$ cat src/rtl/core/dad_pkg.sv
`default_nettype none

package dad_pkg;

  localparam logic [13:0] YEAR_MAX  = 14'd9999;
  localparam logic [3:0]  MONTH_DEC = 4'd12;
  localparam logic [3:0]  MONTH_JAN = 4'd1;
  localparam logic [3:0]  MONTH_FEB = 4'd2;
  localparam logic [4:0]  DAY_LAST  = 5'd31;
  localparam logic [6:0]  YY_LAST   = 7'd99;

  // Year divided by 100 as a multiply by a reciprocal: exact for all 14-bit years.
  localparam logic [26:0] DIV_MUL   = 27'd5243;
  localparam int          DIV_SHIFT = 19;
  localparam logic [13:0] CENT_MUL  = 14'd100;

  typedef struct packed {
    logic [13:0] start_year;
    logic [3:0]  start_month;
    logic [4:0]  start_day;
    logic [15:0] days_to_add;
  } in_word_t;

  typedef struct packed {
    logic [13:0] end_year;
    logic [3:0]  end_month;
    logic [4:0]  end_day;
    logic        year_overflow;
  } out_word_t;

  typedef enum logic [2:0] {
    S_IDLE,
    S_DIV,
    S_SPLIT,
    S_WALK,
    S_PUSH
  } state_t;

  typedef struct packed {
    logic load;
    logic div;
    logic split;
    logic step;
    logic push;
  } cmd_t;

  typedef struct packed {
    logic walk_done;
  } sts_t;

  function automatic logic [4:0] month_days(input logic [3:0] m, input logic leap);
    logic [4:0] len;
    case (m)
      4'd2: begin
        len = leap ? 5'd29 : 5'd28;
      end
      4'd4, 4'd6, 4'd9, 4'd11: begin
        len = 5'd30;
      end
      default: begin
        len = 5'd31;
      end
    endcase
    return len;
  endfunction

endpackage

`default_nettype wire

$ cat src/rtl/core/dad_ctrl.sv
`default_nettype none

module dad_ctrl (
  input  wire logic          clk,
  input  wire logic          rst_n,
  input  wire logic          in_valid,
  output logic               in_ready,
  output logic               out_valid,
  input  wire logic          out_ready,
  input  wire dad_pkg::sts_t sts,
  output dad_pkg::cmd_t      cmd
);
  import dad_pkg::*;

  state_t state_r, state_nxt;
  logic   out_valid_r, out_valid_nxt;

  always_ff @(posedge clk) begin
    if (!rst_n) begin
      state_r     <= S_IDLE;
      out_valid_r <= 1'b0;
    end else begin
      state_r     <= state_nxt;
      out_valid_r <= out_valid_nxt;
    end
  end

  always_comb begin
    state_nxt = state_r;
    cmd       = '0;
    in_ready  = 1'b0;
    case (state_r)
      S_IDLE: begin
        in_ready = 1'b1;
        if (in_valid) begin
          cmd.load  = 1'b1;
          state_nxt = S_DIV;
        end
      end
      S_DIV: begin
        cmd.div   = 1'b1;
        state_nxt = S_SPLIT;
      end
      S_SPLIT: begin
        cmd.split = 1'b1;
        state_nxt = S_WALK;
      end
      S_WALK: begin
        if (sts.walk_done) begin
          state_nxt = S_PUSH;
        end else begin
          cmd.step = 1'b1;
        end
      end
      S_PUSH: begin
        if (!out_valid_r || out_ready) begin
          cmd.push  = 1'b1;
          state_nxt = S_IDLE;
        end
      end
      default: begin
        state_nxt = S_IDLE;
      end
    endcase
  end

  always_comb begin
    if (cmd.push) begin
      out_valid_nxt = 1'b1;
    end else if (out_ready) begin
      out_valid_nxt = 1'b0;
    end else begin
      out_valid_nxt = out_valid_r;
    end
  end

  assign out_valid = out_valid_r;

  a_accept_to_div: assert property (@(posedge clk) disable iff (!rst_n)
    (in_valid && in_ready) |=> (state_r == S_DIV))
    else $error("accepted word did not start the year split");

  a_valid_from_push: assert property (@(posedge clk) disable iff (!rst_n)
    $rose(out_valid_r) |-> ($past(state_r) == S_PUSH))
    else $error("result raised outside the push state");

endmodule

`default_nettype wire

$ cat src/rtl/core/dad_dp.sv
`default_nettype none

module dad_dp #(
  parameter int ADD_BITS = 16
) (
  input  wire logic              clk,
  input  wire logic              rst_n,
  input  wire dad_pkg::cmd_t     cmd,
  input  wire dad_pkg::in_word_t in_word,
  output dad_pkg::sts_t          sts,
  output dad_pkg::out_word_t     out_word
);
  import dad_pkg::*;

  localparam int            DW       = ADD_BITS + 1;
  localparam logic [DW-1:0] ADD_MASK = {1'b0, {ADD_BITS{1'b1}}};

  logic [13:0] y_r;
  logic [3:0]  m_r;
  logic [DW-1:0] d_r;
  logic        ovf_r;
  logic [7:0]  cc_r;
  logic [6:0]  yy_r;
  out_word_t   out_r;

  logic [13:0] y0;
  logic [3:0]  m0;
  logic [4:0]  d0;
  logic [DW-1:0] n0;
  logic [26:0] quot_prod;
  logic [13:0] cent_x100;
  logic        leap;
  logic [4:0]  len;
  logic        walk_done;

  always_comb begin
    y0 = (in_word.start_year == 14'd0) ? 14'd1 : in_word.start_year;
    m0 = in_word.start_month;
    if (m0 == 4'd0) begin
      m0 = MONTH_JAN;
    end else if (m0 > MONTH_DEC) begin
      m0 = MONTH_DEC;
    end
    d0 = (in_word.start_day == 5'd0) ? 5'd1 : in_word.start_day;
    n0 = DW'(in_word.days_to_add) & ADD_MASK;
  end

  assign quot_prod = 27'(y_r) * DIV_MUL;
  assign cent_x100 = 14'(cc_r) * CENT_MUL;

  assign leap      = (yy_r == 7'd0) ? (cc_r[1:0] == 2'd0) : (yy_r[1:0] == 2'd0);
  assign len       = month_days(m_r, leap);
  assign walk_done = ovf_r || (d_r <= DW'(len));
  assign sts.walk_done = walk_done;

  always_ff @(posedge clk) begin
    if (cmd.load) begin
      y_r   <= y0;
      m_r   <= m0;
      d_r   <= DW'(d0) + n0;
      ovf_r <= (y0 > YEAR_MAX);
    end else if (cmd.step) begin
      d_r <= d_r - DW'(len);
      if (m_r == MONTH_DEC) begin
        m_r <= MONTH_JAN;
        if (y_r == YEAR_MAX) begin
          ovf_r <= 1'b1;
        end else begin
          y_r <= y_r + 14'd1;
          if (yy_r == YY_LAST) begin
            yy_r <= 7'd0;
            cc_r <= cc_r + 8'd1;
          end else begin
            yy_r <= yy_r + 7'd1;
          end
        end
      end else begin
        m_r <= m_r + 4'd1;
      end
    end
    if (cmd.div) begin
      cc_r <= quot_prod[DIV_SHIFT+7:DIV_SHIFT];
    end
    if (cmd.split) begin
      yy_r <= 7'(y_r - cent_x100);
    end
    if (cmd.push) begin
      if (ovf_r) begin
        out_r <= '{end_year: YEAR_MAX, end_month: MONTH_DEC, end_day: DAY_LAST,
                   year_overflow: 1'b1};
      end else begin
        out_r <= '{end_year: y_r, end_month: m_r, end_day: d_r[4:0],
                   year_overflow: 1'b0};
      end
    end
  end

  assign out_word = out_r;

  a_day_falls: assert property (@(posedge clk) disable iff (!rst_n)
    cmd.step |=> (d_r < $past(d_r)))
    else $error("day count did not fall on a month step");

  a_month_range: assert property (@(posedge clk) disable iff (!rst_n)
    cmd.step |-> (m_r >= MONTH_JAN && m_r <= MONTH_DEC))
    else $error("month out of range while stepping");

endmodule

`default_nettype wire

$ cat src/rtl/core/date_add_days.sv
// Gregorian date plus a count of days.
// The input channel (in_valid, in_ready, in_word) takes one word holding a
// start year, month and day and a day count; only the low ADD_BITS bits of
// the count are used. The result channel (out_valid, out_ready, out_word)
// returns one word per input: the resulting date and an overflow flag, set
// when the year passes 9999, in which case the date reads 9999-12-31.
// After acceptance a word passes the DIV and SPLIT states, which split
// the year into century and year-of-century for the leap rule, then the
// WALK state, where the datapath steps one month per cycle, once for each
// month boundary crossed, and last the PUSH state, which loads the result
// register. One word is in work at a time; in_ready is high only while
// idle, so a new word is accepted only after the last has been pushed.
// A finished result waits in the output register while the next word is
// accepted and worked on; if the receiver still stalls when that word is
// done, the block holds it until the register frees.
// Reset is synchronous and active low; it empties the output register and
// returns the controller to idle.
`default_nettype none

module date_add_days #(
  parameter int ADD_BITS = 16
) (
  input  wire logic               clk,
  input  wire logic               rst_n,
  input  wire logic               in_valid,
  output logic                    in_ready,
  input  wire dad_pkg::in_word_t  in_word,
  output logic                    out_valid,
  input  wire logic               out_ready,
  output dad_pkg::out_word_t      out_word
);
  import dad_pkg::*;

  cmd_t cmd;
  sts_t sts;

  dad_ctrl u_ctrl (
    .clk       (clk),
    .rst_n     (rst_n),
    .in_valid  (in_valid),
    .in_ready  (in_ready),
    .out_valid (out_valid),
    .out_ready (out_ready),
    .sts       (sts),
    .cmd       (cmd)
  );

  dad_dp #(
    .ADD_BITS (ADD_BITS)
  ) u_dp (
    .clk      (clk),
    .rst_n    (rst_n),
    .cmd      (cmd),
    .in_word  (in_word),
    .sts      (sts),
    .out_word (out_word)
  );

endmodule

`default_nettype wire
$ cat config.mk
export PLATFORM = sky130hd
export DESIGN_NAME = date_add_days
export DESIGN_NICKNAME = d
export VERILOG_FILES = /design/src/rtl/core/dad_pkg.sv /design/src/rtl/core/dad_ctrl.sv /design/src/rtl/core/dad_dp.sv /design/src/rtl/core/date_add_days.sv
export SDC_FILE = /design/constraint.sdc
export NUM_CORES = 1
export LEC_CHECK = 0
export BUFFER_PORTS_ARGS = -buffer_cell sky130_fd_sc_hd__buf_2
export CAP_MARGIN = 20
export CORE_ASPECT_RATIO = 0.7
export CORE_MARGIN = 5
export CORE_UTILIZATION = 50
export CTS_BUF_LIST = sky130_fd_sc_hd__clkbuf_8
export CTS_CLUSTER_SIZE = 24
export DETAILED_ROUTE_END_ITERATION = 10
export GPL_ROUTABILITY_DRIVEN = 0
export HOLD_SLACK_MARGIN = 0.12
export PLACE_DENSITY = 0.73
export RECOVER_POWER = 100
export SLEW_MARGIN = 40
export SYNTH_ARGS = -nofsm -noshare
export SYNTH_HDL_FRONTEND = slang
export SYNTH_SLANG_ARGS = --single-unit
$ cat constraint.sdc
create_clock -name clk -period 6.31 [get_ports clk]
set_input_delay 0.631 -clock clk [delete_from_list [all_inputs] [get_ports clk]]
set_output_delay 0.631 -clock clk [all_outputs]
set_load 0.05 [all_outputs]
[Word level (Yosys, flattened, before mapping)]
Index checks and enable logic that the tools add are counted.
Storage, ports and cells
  output and inout bits: 26
  register bits: 79
  word-level logic and storage cells: 117
  input port bits: 43
Operators by class
  mux-type cells: 48
  $lt $le $gt $ge: 3
  eq/ne operators: 20
  multipliers: 2
  reductions and logical operators: 25
  add/subtract/negate cells: 7
Operators by type and width (number)
  2-to-1 mux 14 bit: 5
  2-to-1 mux 8 bit: 6
  2-to-1 mux 7 bit: 6
  2-to-1 mux 17 bit: 2
  multiplier 14 x 13 -> 27 bit, second input constant: 1
  2-to-1 mux 4 bit: 5
  2-to-1 mux 1 bit: 18
  nonzero test 2 bit: 9
  adder 5 x 16 -> 17 bit: 1
  less-or-equal comparator 17 x 5 -> 1 bit: 1
  subtractor 17 x 5 -> 17 bit: 1
  case mux 3 bit (5 select lines): 1
  adder 14 x 1 -> 14 bit, second input constant: 1
  equality test 14 bit, second input constant: 1
  greater-than comparator 14 bit, second input constant: 1
  zero test 14 bit: 1
  inequality test 2 bit, second input constant: 7
  equality test 4 bit, second input constant: 3
  case mux 5 bit (2 select lines): 1
  2-to-1 mux 3 bit: 3
  AND reduction 3 bit: 3
  adder 8 x 1 -> 8 bit, second input constant: 1
  equality test 4 x 3 -> 1 bit, second input constant: 2
  multiplier 8 x 5 -> 5 bit, second input constant: 1
  other kinds (21): 24

[Longest topological paths before layout]
  depth in word-level cells: 11
  depth in mapped cells: 16
  gate-level depth less buffers: 16

[By module]
From an unflattened synthesis, not the netlist that was laid out.
Unflattened totals
  cell total of the unflattened synthesis: 828
  area total of the unflattened synthesis: 8114.0 um^2
By module, submodules not included
  dad_dp: cells each 799, times used 1, area an instance 7871.3 um^2
  dad_ctrl: cells each 29, times used 1, area an instance 242.7 um^2

[Worst setup path before layout]
Ideal clock, no wire load.
  kind: reg-to-reg
  start point: register u_dp.y_r[4]
  end point: register u_dp.cc_r[3], data pin
  setup slack: 1.479 ns
  path buffers: 0
  data arrival time: 4.571 ns
  cell stages (with the launch flop): 16
  setup time: 0.261 ns
  period minus slack after synthesis: 4.831 ns
  cells stage by stage: edfxtp_1 > inv_1 > fa_1 > inv_1 > ha_1 > fa_1 > inv_1 > fa_1 > fa_1 > inv_1 > ha_1 > o21ai_0 > nor2_1 > or4_1 > a221o_1 > o311a_1
On the way
  longest elaborated chain between the ends: 2
Ends and longest elaborated chain
  from (decl): line dad_dp.sv:18  | logic [13:0] y_r;
  from (signal assigned): line dad_dp.sv:58  | y_r <= y0;
  from (signal assigned): line dad_dp.sv:69  | y_r <= y_r + 14'd1;
  multiplier 14 x 13 -> 27 bit: line dad_dp.sv:48  | assign quot_prod = 27'(y_r) * DIV_MUL;
  2-to-1 mux 8 bit: line dad_dp.sv:81  | if (cmd.div) begin
  to (signal assigned): line dad_dp.sv:72  | cc_r <= cc_r + 8'd1;
  to (signal assigned): line dad_dp.sv:82  | cc_r <= quot_prod[DIV_SHIFT+7:DIV_SHIFT];
  to (decl): line dad_dp.sv:22  | logic [7:0] cc_r;
Every way passes these cells.
A chain may end at the register's enable or synchronous reset.

[Worst setup path after layout]
  start point: register u_dp.yy_r[2]
  end point: register u_dp.cc_r[1] (enable)
On the way
  longest elaborated chain between the ends: 10
  elaborated cells on any way between the ends: 12
Ends and longest elaborated chain
  from (decl): line dad_dp.sv:23  | logic [6:0] yy_r;
  from (signal assigned): line dad_dp.sv:74  | yy_r <= yy_r + 7'd1;
  from (signal assigned): line dad_dp.sv:85  | yy_r <= 7'(y_r - cent_x100);
  zero test 7 bit: line dad_dp.sv:51  | assign leap = (yy_r == 7'd0) ? (cc_r[1:0] == 2'd0) : (yy_r[1:0] == 2'd0);
  2-to-1 mux 1 bit: line dad_dp.sv:51
  2-to-1 mux 1 bit: line dad_pkg.sv:55  | len = leap ? 5'd29 : 5'd28;
  case mux 5 bit (2 select lines): line dad_pkg.sv:53  | case (m)
  less-or-equal comparator 17 x 5 -> 1 bit: line dad_dp.sv:53  | assign walk_done = ovf_r || (d_r <= DW'(len));
  logical OR 1 bit: line dad_dp.sv:53
  2-to-1 mux 1 bit: line dad_ctrl.sv:49  | if (sts.walk_done) begin
  2-to-1 mux 1 bit: line dad_ctrl.sv:32  | case (state_r)
  nonzero test 2 bit (no source line)
  AND reduction 5 bit (no source line) *
Every way passes the cells marked *; elsewhere a longest branch is shown, timed or not.

==> metrics.md <==
| Metric | Value |
|---|---|
| Outcome | `finished, violations left` |
| Failing checks | `max-capacitance violations, max-slew violations` |
| Area grow syn2layout | `8.80%` |
| CTS max path bufs | `2` |
| Most common cell in the netlist | `inv_1` |
| Pre-CTS setup slack | `1.20 ns` |
| Flops & latches, synth | `76` |
| Via density | `5.39` |
| Vias | `about 5,700` |
| Synth top area share | `0.275` |
| Minimum clock period | `5.25 ns` |
| Num rows | `38` |
| Final setup viols | `0` |
| Switching power total | `2.46 mW` |
| Mapped Cells | `about 790` |
| Die width | `between 150 and 200 µm` |
| XOR/XNOR Fraction of Synth Area | `0.0657` |
| Mapped cell area | `approximately 7900 µm²` |
| Pin count of the biggest net entering global routing | `41` |
| CTS tree | `built` |
| Setup crit start kind | `flip-flop` |
| Clock power frac | `0.082` |
| Switching Fraction | `0.508` |
| DP Wirelength | `roughly 15 mm` |
| Setup WS post-layout | `1.06 ns` |
| RSZ-0062 raised after global routing | `no` |
| WL/cell | `16.9 µm` |
| Final hold vios | `0` |
| Post-synth EDFFs | `72` |
| Die Y | `115 µm` |
| CP Class | `reg2reg` |
| Worst-Margin Slew | `1.63 ns` |
| Top cells by count, synth | `inv_1, ha_1, edfxtp_1` |
| I/O Pins | `69` |
| Max-slew violation count | `41` |
| Diode count | `0` |
| # clock sinks | `between 70 and 80` |
| Total Routing Usage GR | `0.199` |
| TritonRoute pass-1 iters | `6` |
| Share of cells above drive strength 1 | `0.0957` |
| Slowest stage delay, CP | `approximately 0.99 ns` |
| Clock root buffer | `clkbuf_8` |
| Total Neg Setup Slack | `0 ns` |
| Drt total wl | `~18 mm` |
| Total grt overflow | `0` |
| Slew headroom | `-0.0888` |
| Logic pwr share | `0.762` |
| Syn. warnings | `0` |
| H-tree depth | `3` |
| Max-cap violations | `1` |
| Post-synth top area cell | `edfxtp_1` |
| DRC viols | `0` |
| Clock transition at path regs | `0.09 ns` |
| Mux share of post-synthesis cell area | `0.00509` |
| Port bufs | `68` |
| Core Area | `15,500 µm²` |
| Pwr Density | `567 nW/µm²` |
| Final worst-path cycle share | `0.833` |
| Setup bufs post-CTS | `0` |
| Synth Area in Adders | `0.355` |
| Slowest-stage cell, CP | `a311oi_1` |
| Avg Inst Size Synth | `9.98 µm²` |
| Fillers | `~1,300` |
| Seq pwr share | `0.156` |
| First-pass GRT wire length | `roughly 29 mm` |
| Endpoint class of the critical path | `flip-flop` |
| Synth Area in Compound Gates | `0.0883` |
| VDD IR max | `between 400 and 500 µV` |
| Antenna violations before repair | `0` |
| Main flop type after synthesis | `edfxtp_1` |
| Hold buffers post-CTS | `0` |
| Layout Skew | `0.0121 ns` |
| Post-synth cell types | `between 60 and 70` |
| Post-synthesis sequential area ratio | `0.285` |
| Worst endpoint required time | `6.32 ns` |
| Main combinational cell family by area after synthesis | `adder cells` |
| Initial Util | `0.509` |
| Cell mode on critical path | `o21ai_0` |
| HP Class | `in2reg` |
| Post-synth net total | `1,015` |
| LEAKAGE | `just under 4 nW` |
| Vias in the first global route | `5,397` |
| Asr flop ratio synth | `0` |
| Int Power | `2.39 mW` |
| Fmax | `0.190 GHz` |
| CP Cell Sequence | `or3_1 > o41ai_1 > a21oi_1 > ha_1 > nor2b_1 > o21ai_0 > a31o_1 > a311oi_1 > nand3b_1 > o21ai_0` |
| Inserted Clock Buffers | `9` |
| Layout Nets | `1,079` |
| Post-route ant nets | `0` |
| First DRT Iteration DRCs | `413` |
| CP arrival | `5.26 ns` |
| Die area | `18,400 µm²` |
| CTS resizes | `0` |
| Worst Path Max Fanout | `6` |
| Worst skew pair latency | `~0.37 ns` |
| Simple-Gate Fraction of Synth Area | `0.123` |
| Area contributors post-synth | `edfxtp_1, ha_1, fa_1` |
registers in the layout, summed over array words and instances, names as in the netlist:
register / flops
u_dp.y_r: 14
u_dp.out_word: 24
u_dp.yy_r: 7
u_dp.d_r: 17
u_dp.ovf_r: 1
u_ctrl.state_r: 3
u_dp.m_r: 4
u_ctrl.out_valid: 1
u_dp.cc_r: 5
final timing paths:
| kind | startpoint | cells past startpoint | slack [ns] | to |
|---|---|---|---|---|
| max reg2reg | u_dp.yy_r[2] | 10 | 1.06 | u_dp.cc_r[1] |
| max | u_dp.yy_r[2] | 10 | 1.06 | u_dp.cc_r[1] |
| min reg2reg | u_ctrl.out_valid | 2 | 0.54 | u_ctrl.out_valid |
| min | rst_n | 3 | 0.51 | u_ctrl.state_r[2] |
power by group through the flow:
stage          Sequential [mW]  Clock [mW]  Combinational [mW]
2_1_floorplan            0.741           0                2.80
3_3_place_gp             0.764           0                3.57
4_1_cts                  0.756       0.406                3.69
6_report                 0.756       0.399                3.70
3_5_place_dp             0.767           0                3.65
5_1_grt                  0.770       0.431                4.22
per-layer routing:
layer / vias to the layer above / global-route usage / routed length [µm]
li1: 2775 / - / -
met1: 2755 / 0.321 / 9270
met2: 152 / 0.272 / 7190
met3: 15 / 0.0473 / 1200
met4: 0 / 0.0367 / 166
met5: - / 0 / 0
worst max-delay path: cells and delay by family (launching register included):
kind	cells	cell delay (ns)
adders and majority gates	1	0.23
DFF	1	0.46
AOI/OAI and AO/OA	6	3.27
and+or+nand+nor	3	0.94
per-stage QoR:
| stage | hold WS, ns | instances | power, mW | util | cell area (µm²) |
|---|---|---|---|---|---|
| 2_1_floorplan | 0.510 | 788 | 3.55 | - | 7860 |
| 3_3_place_gp | 0.518 | 1040 | 4.33 | 0.544 | 8410 |
| 3_5_place_dp | 0.523 | 1041 | 4.42 | 0.546 | 8430 |
| 4_1_cts | 0.500 | 1057 | 4.85 | 0.558 | 8630 |
| 5_1_grt | 0.512 | 1057 | 5.42 | 0.554 | 8550 |
| 6_report | 0.512 | 1057 | 4.85 | 0.554 | 8550 |
final cells by class:
| class | instances | area (µm²) | share of cell area |
|---|---|---|---|
| tap | 200 | 250 | 0.0293 |
| multi-input combinational | 550 | 5000 | 0.584 |
| sequential | 76 | 2240 | 0.262 |
| inverter | 142 | 533 | 0.0623 |
| clock inverter | 7 | 75.1 | 0.00878 |
| timing repair buffer | 73 | 330 | 0.0386 |
| clock buffer | 9 | 124 | 0.0145 |
kinds of logic (layout without fill, tap and decap cells):
logic type	Yosys count	in the layout
buf+inv	162	231
mux	4	4
xor+xnor	59	59
simple gates	193	193
fa+ha+maj	184	184
flops	76	76
compound gates	110	110
cell usage in the layout, fill, tap and decap left out, types with 30 or more instances in the layout:
cell / synthesis / routed
buf_2: 1 / 42
nand2_1: 58 / 58
clkbuf_1: 19 / 30
fa_1: 65 / 65
xnor2_1: 41 / 41
edfxtp_1: 72 / 72
inv_1: 142 / 142
ha_1: 119 / 119
o21ai_0: 22 / 39
nor2_1: 39 / 39
Power figures use the tool's default switching activity.
